$ cat src/hdl/afe_pkg.sv
// Shared types and constants for the API frame encoder.
package afe_pkg;

   localparam int QUEUE_DEPTH_DEF = 4;
   localparam int CSR_INDEX_W     = 8;

   localparam logic [7:0] ESC_XOR  = 8'h20;
   localparam logic [7:0] SUM_BASE = 8'hFF;

   localparam logic [CSR_INDEX_W-1:0] REG_START  = CSR_INDEX_W'(0);
   localparam logic [CSR_INDEX_W-1:0] REG_ESCAPE = CSR_INDEX_W'(1);
   localparam logic [CSR_INDEX_W-1:0] REG_XON    = CSR_INDEX_W'(2);
   localparam logic [CSR_INDEX_W-1:0] REG_XOFF   = CSR_INDEX_W'(3);

   localparam logic [7:0] START_RST  = 8'h7E;
   localparam logic [7:0] ESCAPE_RST = 8'h7D;
   localparam logic [7:0] XON_RST    = 8'h11;
   localparam logic [7:0] XOFF_RST   = 8'h13;

   typedef struct packed {
      logic [7:0] start_value;
      logic [7:0] escape_value;
      logic [7:0] xon_value;
      logic [7:0] xoff_value;
   } cfg_type;

   typedef struct packed {
      logic        hdr;
      logic [15:0] len;
      logic [7:0]  data;
      logic        csum_en;
      logic [7:0]  csum;
   } job_type;

   typedef enum logic [2:0] {
      PH_START,
      PH_LEN_HI,
      PH_LEN_LO,
      PH_DATA,
      PH_CSUM
   } phase_type;

endpackage

$ cat src/hdl/afe_front.sv
// Front end: frame tracking, length count and checksum, builds one job per in-frame byte.
module afe_front (
   input  logic             clock,
   input  logic             reset,
   input  logic             req_tvalid,
   output logic             req_tready,
   input  logic [23:0]      req_tdata,   // data_byte[7:0], frame_length[23:8]
   input  logic             req_tuser,   // first_of_frame
   output logic             push,
   output afe_pkg::job_type push_data,
   input  logic             full
);
   import afe_pkg::*;

   logic        in_frame_ff, in_frame_in;
   logic [15:0] left_ff, left_in;
   logic [7:0]  sum_ff, sum_in;

   logic        xfer;
   logic [7:0]  data;
   logic [15:0] len;
   logic [15:0] left_cur;
   logic [15:0] left_new;
   logic [7:0]  sum_new;
   logic        done;

   assign req_tready = !full;
   assign xfer       = req_tvalid && req_tready;
   assign data       = req_tdata[7:0];
   assign len        = req_tdata[23:8];

   always_comb begin
      if (req_tuser) begin
         left_cur = (len == 16'd0) ? 16'd1 : len;
         sum_new  = data;
      end else begin
         left_cur = left_ff;
         sum_new  = sum_ff + data;
      end
      left_new = left_cur - 16'd1;
      done     = (left_new == 16'd0);

      push              = xfer && (req_tuser || in_frame_ff);
      push_data.hdr     = req_tuser;
      push_data.len     = len;
      push_data.data    = data;
      push_data.csum_en = done;
      push_data.csum    = SUM_BASE - sum_new;

      in_frame_in = in_frame_ff;
      left_in     = left_ff;
      sum_in      = sum_ff;
      if (push) begin
         in_frame_in = !done;
         left_in     = left_new;
         sum_in      = done ? 8'd0 : sum_new;
      end
   end

   always_ff @(posedge clock) begin
      if (reset) begin
         in_frame_ff <= 1'b0;
         left_ff     <= 16'd0;
         sum_ff      <= 8'd0;
      end else begin
         in_frame_ff <= in_frame_in;
         left_ff     <= left_in;
         sum_ff      <= sum_in;
      end
   end

endmodule

$ cat src/hdl/afe_fifo.sv
// Small job queue between front and back end.
module afe_fifo #(
   parameter int DEPTH = afe_pkg::QUEUE_DEPTH_DEF
) (
   input  logic             clock,
   input  logic             reset,
   input  logic             push,
   input  afe_pkg::job_type push_data,
   output logic             full,
   input  logic             pop,
   output afe_pkg::job_type pop_data,
   output logic             empty
);
   import afe_pkg::*;

   localparam int PTR_W = (DEPTH > 1) ? $clog2(DEPTH) : 1;
   localparam int CNT_W = $clog2(DEPTH + 1);

   job_type            mem_ff [DEPTH];
   logic [PTR_W-1:0]   wr_ptr_ff, wr_ptr_in;
   logic [PTR_W-1:0]   rd_ptr_ff, rd_ptr_in;
   logic [CNT_W-1:0]   count_ff, count_in;

   assign full     = (count_ff == CNT_W'(DEPTH));
   assign empty    = (count_ff == '0);
   assign pop_data = mem_ff[rd_ptr_ff];

   always_comb begin
      wr_ptr_in = wr_ptr_ff;
      rd_ptr_in = rd_ptr_ff;
      if (push)
         wr_ptr_in = (wr_ptr_ff == PTR_W'(DEPTH - 1)) ? '0 : wr_ptr_ff + 1'b1;
      if (pop)
         rd_ptr_in = (rd_ptr_ff == PTR_W'(DEPTH - 1)) ? '0 : rd_ptr_ff + 1'b1;
      count_in = count_ff + CNT_W'(push) - CNT_W'(pop);
   end

   always_ff @(posedge clock) begin
      if (reset) begin
         wr_ptr_ff <= '0;
         rd_ptr_ff <= '0;
         count_ff  <= '0;
      end else begin
         wr_ptr_ff <= wr_ptr_in;
         rd_ptr_ff <= rd_ptr_in;
         count_ff  <= count_in;
      end
   end

   always_ff @(posedge clock) begin
      if (push)
         mem_ff[wr_ptr_ff] <= push_data;
   end

   a_no_overflow: assert property (@(posedge clock) disable iff (reset)
      push |-> (!full || pop))
      else $error("queue push while full");
   a_no_underflow: assert property (@(posedge clock) disable iff (reset)
      pop |-> !empty)
      else $error("queue pop while empty");
   a_count_range: assert property (@(posedge clock) disable iff (reset)
      count_ff <= CNT_W'(DEPTH))
      else $error("queue count out of range");

endmodule

$ cat src/hdl/afe_back.sv
// Back end: walks each job byte by byte, escapes, drives the output register.
module afe_back (
   input  logic             clock,
   input  logic             reset,
   input  afe_pkg::cfg_type cfg,
   input  logic             empty,
   input  afe_pkg::job_type pop_data,
   output logic             pop,
   output logic             rsp_tvalid,
   input  logic             rsp_tready,
   output logic [7:0]       rsp_tdata,   // out_byte
   output logic             rsp_tlast,   // last_in_run
   output logic             rsp_tuser    // frame_done
);
   import afe_pkg::*;

   job_type   job_ff, job_in;
   logic      job_vld_ff, job_vld_in;
   phase_type phase_ff, phase_in;
   logic      esc_ff, esc_in;

   logic       out_vld_ff, out_vld_in;
   logic [7:0] out_byte_ff, out_byte_in;
   logic       out_last_ff, out_last_in;
   logic       out_done_ff, out_done_in;

   logic       emit_ok;
   logic       fire;
   logic [7:0] raw_byte;
   logic       needs_esc;
   logic       step_done;
   logic       job_end;
   logic [7:0] emit_byte;
   logic       load;

   assign emit_ok = !out_vld_ff || rsp_tready;
   assign fire    = job_vld_ff && emit_ok;

   // output decode for the current phase
   always_comb begin
      case (phase_ff)
         PH_START:  raw_byte = cfg.start_value;
         PH_LEN_HI: raw_byte = job_ff.len[15:8];
         PH_LEN_LO: raw_byte = job_ff.len[7:0];
         PH_DATA:   raw_byte = job_ff.data;
         PH_CSUM:   raw_byte = job_ff.csum;
         default:   raw_byte = job_ff.data;
      endcase
      needs_esc = (phase_ff != PH_START) &&
                  ((raw_byte == cfg.start_value) || (raw_byte == cfg.escape_value) ||
                   (raw_byte == cfg.xon_value)   || (raw_byte == cfg.xoff_value));
      step_done = esc_ff || !needs_esc;
      if (esc_ff)
         emit_byte = raw_byte ^ ESC_XOR;
      else if (needs_esc)
         emit_byte = cfg.escape_value;
      else
         emit_byte = raw_byte;
      job_end = step_done &&
                (((phase_ff == PH_DATA) && !job_ff.csum_en) || (phase_ff == PH_CSUM));
      load = (!job_vld_ff || (fire && job_end)) && !empty;
      pop  = load;
   end

   // next state
   always_comb begin
      phase_in   = phase_ff;
      esc_in     = esc_ff;
      job_in     = job_ff;
      job_vld_in = job_vld_ff;
      if (fire) begin
         esc_in = !step_done;
         if (step_done) begin
            case (phase_ff)
               PH_START:  phase_in = PH_LEN_HI;
               PH_LEN_HI: phase_in = PH_LEN_LO;
               PH_LEN_LO: phase_in = PH_DATA;
               PH_DATA:   phase_in = PH_CSUM;
               PH_CSUM:   phase_in = PH_START;
               default:   phase_in = PH_DATA;
            endcase
         end
         if (job_end)
            job_vld_in = 1'b0;
      end
      if (load) begin
         job_in     = pop_data;
         job_vld_in = 1'b1;
         phase_in   = pop_data.hdr ? PH_START : PH_DATA;
         esc_in     = 1'b0;
      end
   end

   // output register
   always_comb begin
      out_vld_in  = out_vld_ff;
      out_byte_in = out_byte_ff;
      out_last_in = out_last_ff;
      out_done_in = out_done_ff;
      if (fire) begin
         out_vld_in  = 1'b1;
         out_byte_in = emit_byte;
         out_last_in = job_end;
         out_done_in = job_end && (phase_ff == PH_CSUM);
      end else if (rsp_tready) begin
         out_vld_in = 1'b0;
      end
   end

   always_ff @(posedge clock) begin
      if (reset) begin
         job_vld_ff <= 1'b0;
         phase_ff   <= PH_START;
         esc_ff     <= 1'b0;
         out_vld_ff <= 1'b0;
      end else begin
         job_vld_ff <= job_vld_in;
         phase_ff   <= phase_in;
         esc_ff     <= esc_in;
         out_vld_ff <= out_vld_in;
      end
   end

   always_ff @(posedge clock) begin
      job_ff      <= job_in;
      out_byte_ff <= out_byte_in;
      out_last_ff <= out_last_in;
      out_done_ff <= out_done_in;
   end

   assign rsp_tvalid = out_vld_ff;
   assign rsp_tdata  = out_byte_ff;
   assign rsp_tlast  = out_last_ff;
   assign rsp_tuser  = out_done_ff;

   a_done_is_last: assert property (@(posedge clock) disable iff (reset)
      (rsp_tvalid && rsp_tuser) |-> rsp_tlast)
      else $error("frame end without run end");
   a_esc_has_job: assert property (@(posedge clock) disable iff (reset)
      esc_ff |-> job_vld_ff)
      else $error("escape pending without job");
   a_start_has_hdr: assert property (@(posedge clock) disable iff (reset)
      (job_vld_ff && (phase_ff == PH_START)) |-> job_ff.hdr)
      else $error("header phase on a non-header job");
   a_csum_enabled: assert property (@(posedge clock) disable iff (reset)
      (job_vld_ff && (phase_ff == PH_CSUM)) |-> job_ff.csum_en)
      else $error("checksum phase without checksum");

endmodule

$ cat src/hdl/api_frame_encoder.sv
// Top level: escaped API frame encoder with checksum.
// The first line byte of an item passes the job queue, the job register and the output register.
// Throughput: one line byte per cycle while rsp_tready is not held low; a job yields 1 to 9 line
// bytes (1 for an unescaped payload byte, up to 9 for a frame's first and last byte).
// The QUEUE_DEPTH-entry job queue decouples input transfers from the byte emitter.
// Reset (synchronous, active high) closes any frame, empties the queue, restores registers.
module api_frame_encoder #(
   parameter int QUEUE_DEPTH = afe_pkg::QUEUE_DEPTH_DEF
) (
   input  logic                            clock,
   input  logic                            reset,
   input  logic                            req_tvalid,
   output logic                            req_tready,
   input  logic [23:0]                     req_tdata,   // data_byte[7:0], frame_length[23:8]
   input  logic                            req_tuser,   // first_of_frame
   output logic                            rsp_tvalid,
   input  logic                            rsp_tready,
   output logic [7:0]                      rsp_tdata,   // out_byte
   output logic                            rsp_tlast,   // last_in_run
   output logic                            rsp_tuser,   // frame_done
   input  logic                            csr_valid,
   output logic                            csr_ready,
   input  logic [afe_pkg::CSR_INDEX_W-1:0] csr_index,
   input  logic [7:0]                      csr_data
);
   import afe_pkg::*;

   cfg_type cfg_ff, cfg_in;
   logic    push;
   job_type push_data;
   logic    full;
   logic    pop;
   job_type pop_data;
   logic    empty;

   assign csr_ready = 1'b1;

   always_comb begin
      cfg_in = cfg_ff;
      if (csr_valid && csr_ready) begin
         case (csr_index)
            REG_START:  cfg_in.start_value  = csr_data;
            REG_ESCAPE: cfg_in.escape_value = csr_data;
            REG_XON:    cfg_in.xon_value    = csr_data;
            REG_XOFF:   cfg_in.xoff_value   = csr_data;
            default:    cfg_in = cfg_ff;
         endcase
      end
   end

   always_ff @(posedge clock) begin
      if (reset) begin
         cfg_ff.start_value  <= START_RST;
         cfg_ff.escape_value <= ESCAPE_RST;
         cfg_ff.xon_value    <= XON_RST;
         cfg_ff.xoff_value   <= XOFF_RST;
      end else begin
         cfg_ff <= cfg_in;
      end
   end

   afe_front u_front (
      .clock      (clock),
      .reset      (reset),
      .req_tvalid (req_tvalid),
      .req_tready (req_tready),
      .req_tdata  (req_tdata),
      .req_tuser  (req_tuser),
      .push       (push),
      .push_data  (push_data),
      .full       (full)
   );

   afe_fifo #(
      .DEPTH (QUEUE_DEPTH)
   ) u_fifo (
      .clock     (clock),
      .reset     (reset),
      .push      (push),
      .push_data (push_data),
      .full      (full),
      .pop       (pop),
      .pop_data  (pop_data),
      .empty     (empty)
   );

   afe_back u_back (
      .clock      (clock),
      .reset      (reset),
      .cfg        (cfg_ff),
      .empty      (empty),
      .pop_data   (pop_data),
      .pop        (pop),
      .rsp_tvalid (rsp_tvalid),
      .rsp_tready (rsp_tready),
      .rsp_tdata  (rsp_tdata),
      .rsp_tlast  (rsp_tlast),
      .rsp_tuser  (rsp_tuser)
   );

endmodule

$ cat config.mk
export PLATFORM = sky130hd
export DESIGN_NAME = api_frame_encoder
export DESIGN_NICKNAME = d
export VERILOG_FILES = /design/src/hdl/afe_pkg.sv /design/src/hdl/afe_front.sv /design/src/hdl/afe_fifo.sv /design/src/hdl/afe_back.sv /design/src/hdl/api_frame_encoder.sv
export SDC_FILE = /design/constraint.sdc
export NUM_CORES = 1
export LEC_CHECK = 0
export ABC_AREA = 1
export BUFFER_PORTS_ARGS = -buffer_cell sky130_fd_sc_hd__clkbuf_2
export CAP_MARGIN = 40
export CORE_MARGIN = 2
export CORE_UTILIZATION = 45
export CTS_CLUSTER_SIZE = 16
export DETAILED_ROUTE_END_ITERATION = 8
export HOLD_SLACK_MARGIN = 0.06
export PLACE_DENSITY_LB_ADDON = 0.25
export SKIP_CTS_REPAIR_TIMING = 1
export SLEW_MARGIN = 20
export SYNTH_ARGS = -nofsm -noshare
export SYNTH_HDL_FRONTEND = slang
export SYNTH_HIERARCHICAL = 1
export SYNTH_SLANG_ARGS = --single-unit
$ cat constraint.sdc
create_clock -name clock -period 11.1 [get_ports clock]
set_input_delay 2.775 -clock clock [delete_from_list [all_inputs] [get_ports clock]]
set_output_delay 2.775 -clock clock [all_outputs]
set_load 0.005 [all_outputs]
* Word-level counts from Yosys, hierarchy flattened
Memories as Yosys holds them, arrays and structs flattened. A register that Yosys moved wholly into a read port is not among the register bits.
Index checks and enable logic that the tools add are counted.
W data, S select, Z words.
** Storage, ports and cells
- Word-level logic and storage cells :: 109
- Input port bits :: 46
- Bits in writable memories :: 136
- Output and inout bits :: 13
- Memories kept :: 1
- Register bits :: 113
** Operators by class
- Muxes and demuxes :: 23
- Eq/ne operators :: 14
- Reductions and logical operators :: 42
- $add $sub $neg :: 7
- Bitwise gates (word level) :: 1
** Memory list
- u_fifo.mem_ff :: depth 4, bits a word 34, rd ports 1, clocked after memory_dff 1, wr ports 1, line afe_fifo.sv:19 : job_type mem_ff [DEPTH];
** Operators by type and width (count)
- $eq A8 B8 Y1 :: 4
- $logic_not A16 Y1 :: 2
- $mux W16 :: 2
- $mux W8 :: 4
- $pmux W8 S4 :: 1
- $eq A8 B2 Y1 const B :: 2
- $sub A16 B1 Y16 const B :: 1
- $pmux W3 S4 :: 1
- $reduce_and A2 Y1 :: 6
- $mux W2 :: 5
- $logic_and A1 B1 Y1 :: 9
- $mux W3 :: 3
- $add A8 B8 Y8 :: 1
- $eq A8 B1 Y1 const B :: 1
- $logic_not A1 Y1 :: 8
- $logic_not A8 Y1 :: 1
- $logic_or A1 B1 Y1 :: 8
- $reduce_bool A2 Y1 :: 4
- $sub A8 B8 Y8 const A :: 1
- $mux W1 :: 7
- $eq A3 B2 Y1 const B :: 2
- $eq A3 B3 Y1 const B :: 2
- $logic_not A3 Y1 :: 2
- $add A2 B1 Y2 const B :: 2
- other kinds (7) :: 8

* Longest topological paths before layout
- Depth after elaboration :: 15
- Mapped depth :: 28
- Gate-level depth less buffers :: 28

* Cells and area by module
The synthesis kept the hierarchy.
** By module, submodules not included
- afe_fifo :: area each 5940.7 um^2, cells each 456, times used 1
- afe_back :: area each 2824.0 um^2, cells each 358, times used 1
- afe_front :: area each 2366.0 um^2, cells each 393, times used 1
- api_frame_encoder :: area each 1392.6 um^2, cells each 187, times used 1

* Worst setup path after synthesis
OpenSTA, ideal clock, no wires.
- Path type :: in2reg
- Start :: input port rsp_tready
- End :: register u_fifo.count_ff[1]
- Stages :: 12
- Path slack :: 5.842 ns
- Required time :: 10.991 ns
- Library setup time :: 0.109 ns
- Path buffers :: 0
- Arrival :: 5.148 ns
- Path through :: nor2_1 > nor2_1 > nand3_2 > nand2_2 > nand2_4 > inv_2 > ha_1 > inv_1 > ha_1 > fa_1 > inv_1 > nor2_1
** Between the ends
- Word-level cells in the longest chain between the ends :: 6
** RTL lines
- from (decl) :: line api_frame_encoder.sv:17 : input logic rsp_tready,
- $logic_or A1 B1 Y1 :: line afe_back.sv:36 : assign emit_ok = !out_vld_ff || rsp_tready;
- $logic_and A1 B1 Y1 :: line afe_back.sv:37 : assign fire = job_vld_ff && emit_ok;
- via u_back.fire :: line afe_back.sv:28 : logic fire;
- $logic_and A1 B1 Y1 :: line afe_back.sv:61 : load = (!job_vld_ff || (fire && job_end)) && !empty;
- $logic_or A1 B1 Y1 :: line afe_back.sv:61
- $logic_and A1 B1 Y1 :: line afe_back.sv:61
- via pop :: line api_frame_encoder.sv:32 : logic pop;
- $sub A3 B1 Y3 :: line afe_fifo.sv:35 : count_in = count_ff + CNT_W'(push) - CNT_W'(pop);
- via u_fifo.count_in[1] :: line afe_fifo.sv:22 : logic [CNT_W-1:0] count_ff, count_in;
- to (signal assigned) :: line afe_fifo.sv:46 : count_ff <= count_in;
- to (decl) :: line afe_fifo.sv:22
The timed path passes the listed nets, and every way through them passes these cells.
A chain may end at the register's enable or synchronous reset.

==> results.py <==
metrics = {
    "power_and_ir_drop": {
        "p_total_uw": 3287,
        "p_per_area_nw_per_um2": 237.6,
        "ir_drop_v": 0.0001159,
        "p_leak_uw": 0.005972,
    },
    "floorplan": {
        "start_util_pct": 45.33,
        "core_area_sq_um": 27630,
        "rows": 61,
        "dieArea_sq_um": 29180,
        "fp.dieW_um": 170.8,
        "io_pins": 59,
        "dieHeight_um": 170.8,
    },
    "clock_network": {
        "numCtsBuffers": 28,
        "cts_root_buf": "clkbuf_16",
        "clk_latency_ps": 550,
        "clk_pin_slew_ps": 60,
        "clockBufferDepth": 3,
        "cts_tree": "done",
        "cts_sinks": 251,
        "cts_max_level": 1,
    },
    "placed_design": {
        "portBuffers": 57,
        "gp_congestion": 0.8318,
        "placed_cell_area_sq_um": 12830,
        "post-place-cells": 1761,
        "place_ws_ps": 5317,
        "dp_hpwl_um": 17950,
    },
    "worst_setup_path": {
        "crit_end": "u_fifo/mem_ff[1][8]",
        "start_kind": "input port",
        "arrival_ps": 5410,
        "cp_slowest_stage_delay_ps": 360,
        "crit_chain": "clkbuf_2, buf_4, inv_2, nor2_1, nand2_1, nand2_1, ha_1, nand3_2, nor2_4, nand4_1, nand2_1, nand3_1, or3_1, nor2_1",
        "criticalPathCategory": "input port to flip-flop",
        "r2r_cells": 26,
        "critical_path.max_fanout": 43,
        "crit_top_cell": "nand2_1",
        "r2r_slack_ps": 6640,
        "rr_startpoint": "u_back/phase_ff[2]",
        "cp-end-kind": "flip-flop",
        "crit_required_ps": 11460,
        "crit_start": "req_tuser",
        "reg2reg_to": "u_fifo/count_ff[1]",
        "cp_slowest_cell": "buf_4",
    },
    "logic_synthesis": {
        "synth-xor-area-share_pct": 0.4896,
        "yosys_warnings": 6,
        "syn_area_per_cell_sq_um": 8.984,
        "synth_top_family_by_area": "simple AND/OR/NAND/NOR gates",
        "synth-simple-area-share_pct": 22.46,
        "ys_types": 45,
        "synthMuxAreaShare_pct": 0,
        "ys_seq_area_share_pct": 54.43,
        "syn-cell-area_sq_um": 12520,
        "synth_seq_cells": 251,
        "synth_fa_ha_area_share_pct": 1.918,
        "netlist_instances": 1394,
        "synth-compound-area-share_pct": 10.25,
        "syn_nets": 1458,
    },
    "global_routing": {
        "grt_pass1_vias": 8147,
        "use_met1_pct": 26.19,
        "grt_overflow": 0,
        "antenna_found_initial": 0,
        "grt_max_degree": 70,
        "use_met2_pct": 29.92,
        "track_usage_pct": 18.48,
        "met3_usage_pct": 2.429,
        "grt_pass1_wl_um": 42720,
        "grt_busiest_layer": "met2",
    },
    "layout": {
        "area_growth_pct": 10.45,
        "layout-drive-gt1-share_pct": 13.08,
        "finalNetCount": 1479,
        "stdcell_count": 1815,
        "diodes": 0,
        "postLayoutCellArea_sq_um": 13830,
    },
    "run": {
        "max_cap_viol_count": 0,
    },
    "routing": {
        "route.detailed.drc": 0,
        "num_vias": 8997,
        "ant_nets": 0,
        "finalWirelength_um": 26620,
        "drtIter0Drc": 719,
        "avgViaCountPerCell": 4.957,
        "routedWlPerCell_um": 14.66,
        "drtPass1Iterations": 4,
    },
    "timing": {
        "finalSetupTns_ps": 0,
        "fin_skew_ps": 15.48,
        "setup_viol": 0,
        "period_share_pct": 45.48,
        "grt_setup_unrepaired": "no",
        "timing.fmax_mhz": 198.1,
        "fin_crit_ps": 5048,
        "setup_slack_ps": 6052,
        "max-slew-margin-rel_pct": 49.91,
        "hold_viol_final": 0,
        "tightest_slew_ps": 750.2,
        "maxSlewViolCount": 0,
    },
    "hold_path": {
        "hold_class": "flip-flop to flip-flop",
        "min_from": "u_front/sum_ff[6]",
    },
    "run_status": {
        "status": "completed",
    },
}
## layout make-up
cell class / instances / area, sq um
Sequential cell: 251 / 6822
Clock inverter: 14 / 185.2
Clock buffer: 38 / 778.2
Inverter: 199 / 747.0
Fill cell: 2650 / 13800
Multi-Input combinational cell: 864 / 4402
Timing Repair Buffer: 71 / 425.4
Tap cell: 378 / 473.0
## cells in the final DEF, fill, tap and decap left out, types with 6 or more instances in the layout
| cell | instances |
|---|---|
| clkbuf_2 | 57 |
| o211ai_1 | 12 |
| dfxtp_1 | 70 |
| edfxtp_1 | 179 |
| nor2_1 | 98 |
| ha_1 | 16 |
| nand4_1 | 12 |
| clkbuf_16 | 28 |
| nand2_1 | 343 |
| nor2_2 | 7 |
| a21oi_1 | 78 |
| buf_4 | 11 |
| nand2_2 | 14 |
| nand3_1 | 109 |
| o21ai_1 | 23 |
| inv_2 | 7 |
| o211ai_2 | 26 |
| clkbuf_1 | 6 |
| o21ai_0 | 56 |
| inv_1 | 192 |
| nand3b_1 | 24 |
## Yosys cell counts
cell	number	share of area, %
fa_1	2	0.32
a21oi_2	1	0.070
buf_4	30	1.8
nor2_2	7	0.35
a21o_1	1	0.060
nor2_1	98	2.9
nor2_8	1	0.16
nand3b_1	24	1.4
or2_4	2	0.14
nand2_1	343	10
inv_1	192	5.8
xnor2_1	5	0.35
o21ai_1	23	0.92
a21oi_1	78	3.1
nor3_1	5	0.20
clkbuf_1	13	0.39
o211ai_1	12	0.72
a211oi_1	1	0.060
a31oi_1	2	0.10
nand3_2	3	0.24
nand3_4	1	0.14
edfxtp_1	179	43
buf_6	16	1.4
nand4_1	12	0.60
buf_1	1	0.030
xor2_1	2	0.14
o21bai_1	2	0.12
or2_1	4	0.20
o21a_1	2	0.12
dfxtp_1	72	12
ha_1	16	1.6
buf_2	20	0.80
nand3_1	109	4.4
nand2_4	1	0.090
or3_1	1	0.050
nor3_2	1	0.080
nand2_2	14	0.70
nor2_4	5	0.45
o21ai_2	1	0.070
inv_2	7	0.21
o31ai_1	1	0.060
o21ai_0	56	2.2
conb_1	1	0.030
or2_2	1	0.050
o211ai_2	26	2.6
## worst min path at each step
| stage | endpoint | depth (start not counted) | slack, ps |
|---|---|---|---|
| floorplan | cfg_ff[12] | 2 | 440 |
| global placement | u_front/sum_ff[6] | 2 | 460 |
| detailed placement | u_front/sum_ff[6] | 2 | 460 |
| CTS | u_front/sum_ff[2] | 2 | 470 |
| global route | u_front/sum_ff[6] | 2 | 480 |
| finish | u_front/sum_ff[6] | 2 | 470 |
## logic make-up (layout without fill, tap and decap cells)
family,Yosys count,in the layout
XOR/XNOR,7,7
AND/OR/NAND/NOR,632,632
adder cells (fa/ha/maj),18,18
other,1,1
buffers and inverters,279,322
AO/OA/AOI/OAI,206,206
flip-flops,251,251
## metrics by stage
step                      utilization [%]  hold slack (ps)
after global placement              46.34            458.2
after detailed placement            46.42            462.1
after CTS                           49.91            471.1
final                               50.06            471.8
after global routing                50.06            483.0
after floorplan                         -            442.0
## sequential cells by signal (all words and copies together) (netlist names), named ones only
signal,count
u_front/sum_ff,8
u_back/phase_ff,3
u_back/esc_ff,1
u_back/rsp_tvalid,1
u_front/left_ff,16
u_fifo/rd_ptr_ff,2
u_back/job_ff,33
u_fifo/wr_ptr_ff,2
u_back/job_vld_ff,1
u_back/rsp_tuser,1
u_fifo/mem_ff,136
u_fifo/count_ff,3
u_front/in_frame_ff,1
u_back/rsp_tlast,1
cfg_ff,32
u_back/rsp_tdata,8
## critical path, delay by kind of cell
family,cells,cell delay (ps)
buf+inv,3,650
fa+ha+maj,1,280
simple gates,10,1680
## metal layers
| layer | wire [um] | vias to the layer above |
|---|---|---|
| li1 | - | 4603 |
| met1 | 12550 | 4165 |
| met2 | 12240 | 184 |
| met3 | 1216 | 45 |
| met4 | 604 | 0 |
| met5 | 0 | - |
## report_power, final
part           internal, uW  leakage [uW]  switching [uW]  total, uW
registers              1220       0.00224             100       1320
clock network           584      0.000472             371        955
logic                   324       0.00326             691       1010
total                  2130       0.00597            1160       3290
Power figures use the tool's default switching activity.
